[src/rtl/core/btag_pkg.sv]
package btag_pkg;

    // Field widths
    localparam int unsigned SIZE_W   = 4;
    localparam int unsigned DIM_W    = 12;
    localparam int unsigned STRIDE_W = 14;
    localparam int unsigned ADDR_W   = 32;
    localparam int unsigned INDEX_W  = 26;
    localparam int unsigned OFF_W    = 6;
    localparam int unsigned CHAN_W   = 2;
    localparam int unsigned TILE_W   = 2 * DIM_W;
    localparam int unsigned CFG_IDX_W  = 3;
    localparam int unsigned CFG_DATA_W = 32;

    // Shared divider operand widths
    localparam int unsigned DIV_NUM_W = INDEX_W;
    localparam int unsigned DIV_DEN_W = DIM_W;

    // Defaults
    localparam int unsigned MAX_TILE_SIZE_DEF = 8;
    localparam logic [SIZE_W-1:0] TILE_SIZE_RST = 4'd8;
    localparam logic [CHAN_W-1:0] CHANNELS      = 2'd3;

    // Configuration register indexes
    localparam logic [CFG_IDX_W-1:0] CFG_TILE_SIZE    = 3'd0;
    localparam logic [CFG_IDX_W-1:0] CFG_FRAME_WIDTH  = 3'd1;
    localparam logic [CFG_IDX_W-1:0] CFG_FRAME_HEIGHT = 3'd2;
    localparam logic [CFG_IDX_W-1:0] CFG_LINE_STRIDE  = 3'd3;
    localparam logic [CFG_IDX_W-1:0] CFG_COLOR_MODE   = 3'd4;
    localparam logic [CFG_IDX_W-1:0] CFG_FRAME_BASE   = 3'd5;

    // Which quotient the shared divider is working on
    typedef enum logic [1:0] {
        DIV_WIDTH,
        DIV_HEIGHT,
        DIV_TILE
    } t_div_sel;

    // Controller to datapath
    typedef struct packed {
        logic     take;
        logic     div_start;
        t_div_sel div_sel;
        logic     count;
        logic     set_grey;
        logic     set_colour;
        logic     origin;
        logic     row_term;
        logic     base;
        logic     emit;
        logic     emit_err;
    } t_cmd;

    // Datapath to controller
    typedef struct packed {
        logic div_done;
        logic in_range;
        logic color;
        logic last_pixel;
        logic out_free;
    } t_sts;

endpackage

[src/rtl/core/btag_ctrl.sv]
module btag_ctrl (
    input  logic             i_clk,
    input  logic             i_rst_n,
    input  logic             i_req_valid,
    output logic             o_req_ready,
    input  btag_pkg::t_sts   i_sts,
    output btag_pkg::t_cmd   o_cmd
);
    import btag_pkg::*;

    typedef enum logic [3:0] {
        S_IDLE,
        S_DIV_W,
        S_DIV_H,
        S_COUNT,
        S_CHECK,
        S_ERR,
        S_DIV_T,
        S_ORIGIN,
        S_ROW_TERM,
        S_BASE,
        S_EMIT
    } t_state;

    t_state r_state, n_state;
    logic   r_div_start, n_div_start;

    // State and divider kick-off
    always_ff @(posedge i_clk) begin
        if (!i_rst_n) begin
            r_state     <= S_IDLE;
            r_div_start <= 1'b0;
        end else begin
            r_state     <= n_state;
            r_div_start <= n_div_start;
        end
    end

    // Next state and command decode
    always_comb begin
        n_state        = r_state;
        n_div_start    = 1'b0;
        o_req_ready    = 1'b0;
        o_cmd          = '0;
        o_cmd.div_start = r_div_start;
        o_cmd.div_sel  = DIV_WIDTH;

        unique case (r_state)
            S_IDLE: begin
                o_req_ready = 1'b1;
                if (i_req_valid) begin
                    o_cmd.take  = 1'b1;
                    n_state     = S_DIV_W;
                    n_div_start = 1'b1;
                end
            end
            S_DIV_W: begin
                o_cmd.div_sel = DIV_WIDTH;
                if (i_sts.div_done) begin
                    n_state     = S_DIV_H;
                    n_div_start = 1'b1;
                end
            end
            S_DIV_H: begin
                o_cmd.div_sel = DIV_HEIGHT;
                if (i_sts.div_done) begin
                    n_state = S_COUNT;
                end
            end
            S_COUNT: begin
                o_cmd.count = 1'b1;
                n_state     = S_CHECK;
            end
            S_CHECK: begin
                if (!i_sts.in_range) begin
                    n_state = S_ERR;
                end else begin
                    // tile number and channel, then tile position
                    if (i_sts.color) begin
                        o_cmd.set_colour = 1'b1;
                    end else begin
                        o_cmd.set_grey = 1'b1;
                    end
                    n_state     = S_DIV_T;
                    n_div_start = 1'b1;
                end
            end
            S_ERR: begin
                if (i_sts.out_free) begin
                    o_cmd.emit_err = 1'b1;
                    n_state        = S_IDLE;
                end
            end
            S_DIV_T: begin
                o_cmd.div_sel = DIV_TILE;
                if (i_sts.div_done) begin
                    n_state = S_ORIGIN;
                end
            end
            S_ORIGIN: begin
                o_cmd.origin = 1'b1;
                n_state      = S_ROW_TERM;
            end
            S_ROW_TERM: begin
                o_cmd.row_term = 1'b1;
                n_state        = S_BASE;
            end
            S_BASE: begin
                o_cmd.base = 1'b1;
                n_state    = S_EMIT;
            end
            S_EMIT: begin
                if (i_sts.out_free) begin
                    o_cmd.emit = 1'b1;
                    if (i_sts.last_pixel) begin
                        n_state = S_IDLE;
                    end
                end
            end
            default: begin
                n_state = S_IDLE;
            end
        endcase
    end

endmodule

[config.mk]
export PLATFORM = sky130hd
export DESIGN_NAME = btag_ctrl
export DESIGN_NICKNAME = d
export VERILOG_FILES = /design/src/rtl/core/btag_pkg.sv /design/src/rtl/core/btag_ctrl.sv
export SDC_FILE = /design/constraint.sdc
export NUM_CORES = 1
export LEC_CHECK = 0
export BUFFER_PORTS_ARGS = -buffer_cell sky130_fd_sc_hd__buf_2
export CORE_AREA = 4 4 41 43
export DETAILED_ROUTE_END_ITERATION = 6
export DIE_AREA = 0 0 45 47
export PLACE_DENSITY = 0.67
export SLEW_MARGIN = 40
export SYNTH_ARGS = -nofsm -noshare
export SYNTH_HDL_FRONTEND = slang
export SYNTH_SLANG_ARGS = --single-unit
[constraint.sdc]
create_clock -name i_clk -period 1.8 [get_ports i_clk]
set_clock_uncertainty 0.1 [all_clocks]
set_input_delay 0.45 -clock i_clk [delete_from_list [all_inputs] [get_ports i_clk]]
set_output_delay 0.45 -clock i_clk [all_outputs]
set_load 0.1 [all_outputs]
# Yosys cells after proc, flatten, opt, wreduce, memory -nomap -nowiden
# Index checks and enable logic that the tools add are counted.
[op_classes]
n_mux = 27
n_eq_ne = 17
reduce_logical = 2
[op_table]
columns = ["op", "n"]
rows = [
  ["$pmux W4 S11", 1],
  ["$mux W4", 7],
  ["$eq A4 B3 Y1 const B", 4],
  ["$mux W1", 14],
  ["$ne A2 B2 Y1 const B", 7],
  ["$eq A4 B4 Y1 const B", 3],
  ["$eq A4 B2 Y1 const B", 2],
  ["$reduce_and A7 Y1", 1],
  ["$mux W2", 3],
  ["$eq A4 B1 Y1 const B", 1],
  ["$logic_not A4 Y1", 1],
  ["$pmux W2 S2", 1],
  ["$pmux W1 S3", 1],
]
[word_totals]
reg_bits = 5
elab_cells = 48
in_bits = 8
output_inout_bits = 13

# Logic depth before layout (Yosys ltp)
[depth]
depth_word = 3
depth_mapped = 5
ltp_nobuf = 4

# Least setup slack after synthesis
# Ideal clock, no wire load.
[synth_timing]
path_type = "register -> output"
from = "register r_state[3]"
to = "output port o_cmd[3] in the netlist's numbering"
required_time_ns = 1.250
stages_incl_launch_ff = 4
n_path_buf = 2
arrival_time_ns = 3.870
slack_ns = -2.620
cell_sequence = "dfxtp_1 -> buf_2 -> clkbuf_1 -> nor4b_1"
[synth_rtl]
columns = ["item", "line_no", "source"]
rows = [
  ["start: declaration", "btag_ctrl.sv:25", "t_state r_state, n_state;"],
  ["start signal: assignment", "btag_ctrl.sv:34", "r_state <= n_state;"],
  ["end: declaration", "btag_ctrl.sv:7", "output btag_pkg::t_cmd o_cmd"],
]

==> reports/qor.yml <==
floorplan:
  core_sq_mm: 0.00130
  fp.dieH_um: 47
  initial_core_util_pct: 38.3
  die_w_um: 45
  pin_count: 21
  die_area_sq_mm: 0.00212
  rows: 13
clocking:
  numCtsBuffers: 3
  insertion_delay_ns: 0.26
  ctsRootBufferMaster: "clkbuf_4"
  cts.sinks: 5
  clockBufferDepth: 2
  cts_hold_buf: 0
  cts_tree: "done"
  clk_pin_slew_worst_paths_ns: 0.06
  h-tree-depth: 1
yosys:
  synth.cell_area_sq_um: 498
  synthFlopType: "dfxtp_1"
  synth-simple-area-share_pct: 43.5
  async_flop_share_pct: 0
  avgSynthCellArea_sq_um: 7.90
  synth.top_cells.by_area: "dfxtp_1 (20%), nor4_4 (4.3%), nor3_1 (4.0%)"
  yosysTopAreaCellShare_pct: 20.1
  synthAdderAreaFrac_pct: 0
  synth-edff-count: 0
  synthMuxAreaShare_pct: 2.01
  ys.warnings.count: 0
  synth_top_family_by_area: "simple AND/OR/NAND/NOR gates"
  synth_compound_area_share_pct: 23.9
  syn_nets: 71
  ys_seq_area_share_pct: 20.1
  netlist-cell-type-count: 34
  synth_xor_xnor_area_share_pct: 0
  syn_inst: 63
  synth.ff_latch_count: 5
  synth_top_area_cell: "dfxtp_1"
hold_path:
  min_path_cells: 2
  worstHoldStart: "i_rst_n"
  min_path_type: "in -> reg"
routing:
  first_pass_iters: 4
  drtIter0Drc: 10
  wl_um: 2060
  ant_nets: 0
  route.detailed.drc: 0
  vias: 683
  vias_per_cell: 5.79
  post_drt_wl_per_cell_um: 17.4
placed_design:
  place_congestion: 0.897
  io_buffers: 20
  pre_cts_ws_ns: 0.0167
  postPlaceCellArea_sq_um: 937
  dp_hpwl_um: 1160
sta:
  tightest_slew_ns: 0.484
  min_period_ns: 1.95
  grt_setup_unrepaired: "yes"
  min_period_over_period_pct: 108
  setup_ws_ns: -0.149
  slew_violations: 0
  setup_viol: 12
  max_freq_mhz: 513
  maxSlewHeadroom_pct: 67.9
  setup_tns_ns: -1.14
  finalHoldViolations: 0
final_layout:
  postLayoutCellArea_sq_mm: 0.00117
  seq_area_sq_um: 115
  nFillCells: 56
  fin_nets: 112
  multi_input_comb_area_sq_um: 494
  syn_to_final_growth_pct: 135
  num_antenna_cells: 0
  drive_above_1_share_pct: 74.8
critical_path:
  reg2reg_from: "r_state[0]"
  cp-startpoint: "r_state[3]"
  end_kind: "output port"
  arrival_ns: 1.40
  crit_type: "reg -> out"
  r2r_setup_slack_ns: 0.04
  startpoint_type: "flip-flop"
  cp_max_fo: 3
  crit_required_ns: 1.25
  endpoint: "o_cmd[1]"
  r2r_end: "r_div_start"
  rr_worst_depth: 8
global_route:
  grt_pass1_vias: 624
  grt_max_degree: 14
  grt_pass1_wl_um: 2920
  grtUsageTotal_pct: 18.8
  antenna_found_initial: 0
  grt_overflow: 0
pwr:
  peakVddDrop_mv: 1.49
  p_leak_nw: 0.483
  power_density_mw_per_mm2: 1610
flow_run:
  drv_cap: 0
outcome:
  violations: "setup timing"
  status: "finished with violations"
-- per-layer routing --
metal,vias to the layer above,wire [um],global-route usage [%]
met4,0,7,5.85
met3,2,120,4.21
li1,313,-,-
met2,27,1060,29.4
met5,-,0,0
met1,341,866,25.8
-- power breakdown --
group,internal [mW],switching (mW)
clock,0.0847,0.0595
combinational,0.671,0.837
sequential,0.160,0.0692
total,0.916,0.966
-- registers in the layout, summed over array words and instances (netlist names) --
| register | cells |
|---|---|
| r_div_start | 1 |
| r_state | 4 |
-- cells by family after synthesis --
kind of cell           Yosys count
AO/OA/AOI/OAI                   15
buffers and inverters           10
flip-flops                       5
multiplexers                     1
AND/OR/NAND/NOR                 32
-- cell usage after synthesis (3+ instances only) --
| master | number |
|---|---|
| and2_1 | 3 |
| buf_2 | 3 |
| clkbuf_1 | 3 |
| dfxtp_1 | 5 |
| nand2_1 | 4 |
| nand2b_1 | 3 |
| nor2_1 | 4 |
| nor3_1 | 4 |
| o22ai_1 | 3 |
-- cell type report --
class	count	share of cell area (%)
clock buffer	4	2.24
inverter	1	0.321
multi-input combinational	48	42.2
sequential	5	9.83
tap	15	1.60
timing repair buffer	45	43.8
-- worst min path at each step --
stage,endpoint,slack [ns]
after floorplan,r_state[1],0.48
after global placement,r_div_start,0.61
after detailed placement,r_state[2],0.61
after CTS,r_state[3],0.40
after global routing,r_state[1],0.39
final,r_state[3],0.39
-- layout by cell type (no fill, tap or decap), types with 2 or more instances in the layout --
cell type / Yosys / layout
buf_2: 3 / 8
o22ai_1: 3 / 3
dfxtp_4: 0 / 4
buf_12: 0 / 14
nand2_1: 4 / 2
a21oi_1: 2 / 2
clkbuf_4: 0 / 3
buf_4: 1 / 17
o21ai_0: 2 / 2
nor4bb_2: 0 / 2
buf_6: 1 / 4
nor3_4: 0 / 3
and2_4: 0 / 3
nand2b_4: 0 / 2
a22oi_1: 2 / 2
nor2_4: 0 / 3
-- through the flow --
stage	util (%)	total power, mW	std cells	hold WS [ns]
after floorplan	-	1.15	63	0.484
after global placement	72.0	1.42	98	0.607
after detailed placement	72.0	1.43	98	0.612
after CTS	81.0	1.65	110	0.396
after global routing	90.0	1.96	118	0.393
final	90.0	1.88	118	0.386
-- critical path, cell delays in order, from the launching register on --
cell,delay (ns)
dfxtp_4,0.38
nor4bb_2,0.37
and2_4,0.22
buf_12,0.17
-- what timing repair did --
action | in CTS | in global routing
endpoints found under the hold margin | 0 | 0
pin swaps | 5 | 3
setup endpoints to repair | 12 | 14
resized for setup | 10 | 14
buffers inserted | 8 | 8
Power figures use the tool's default switching activity.
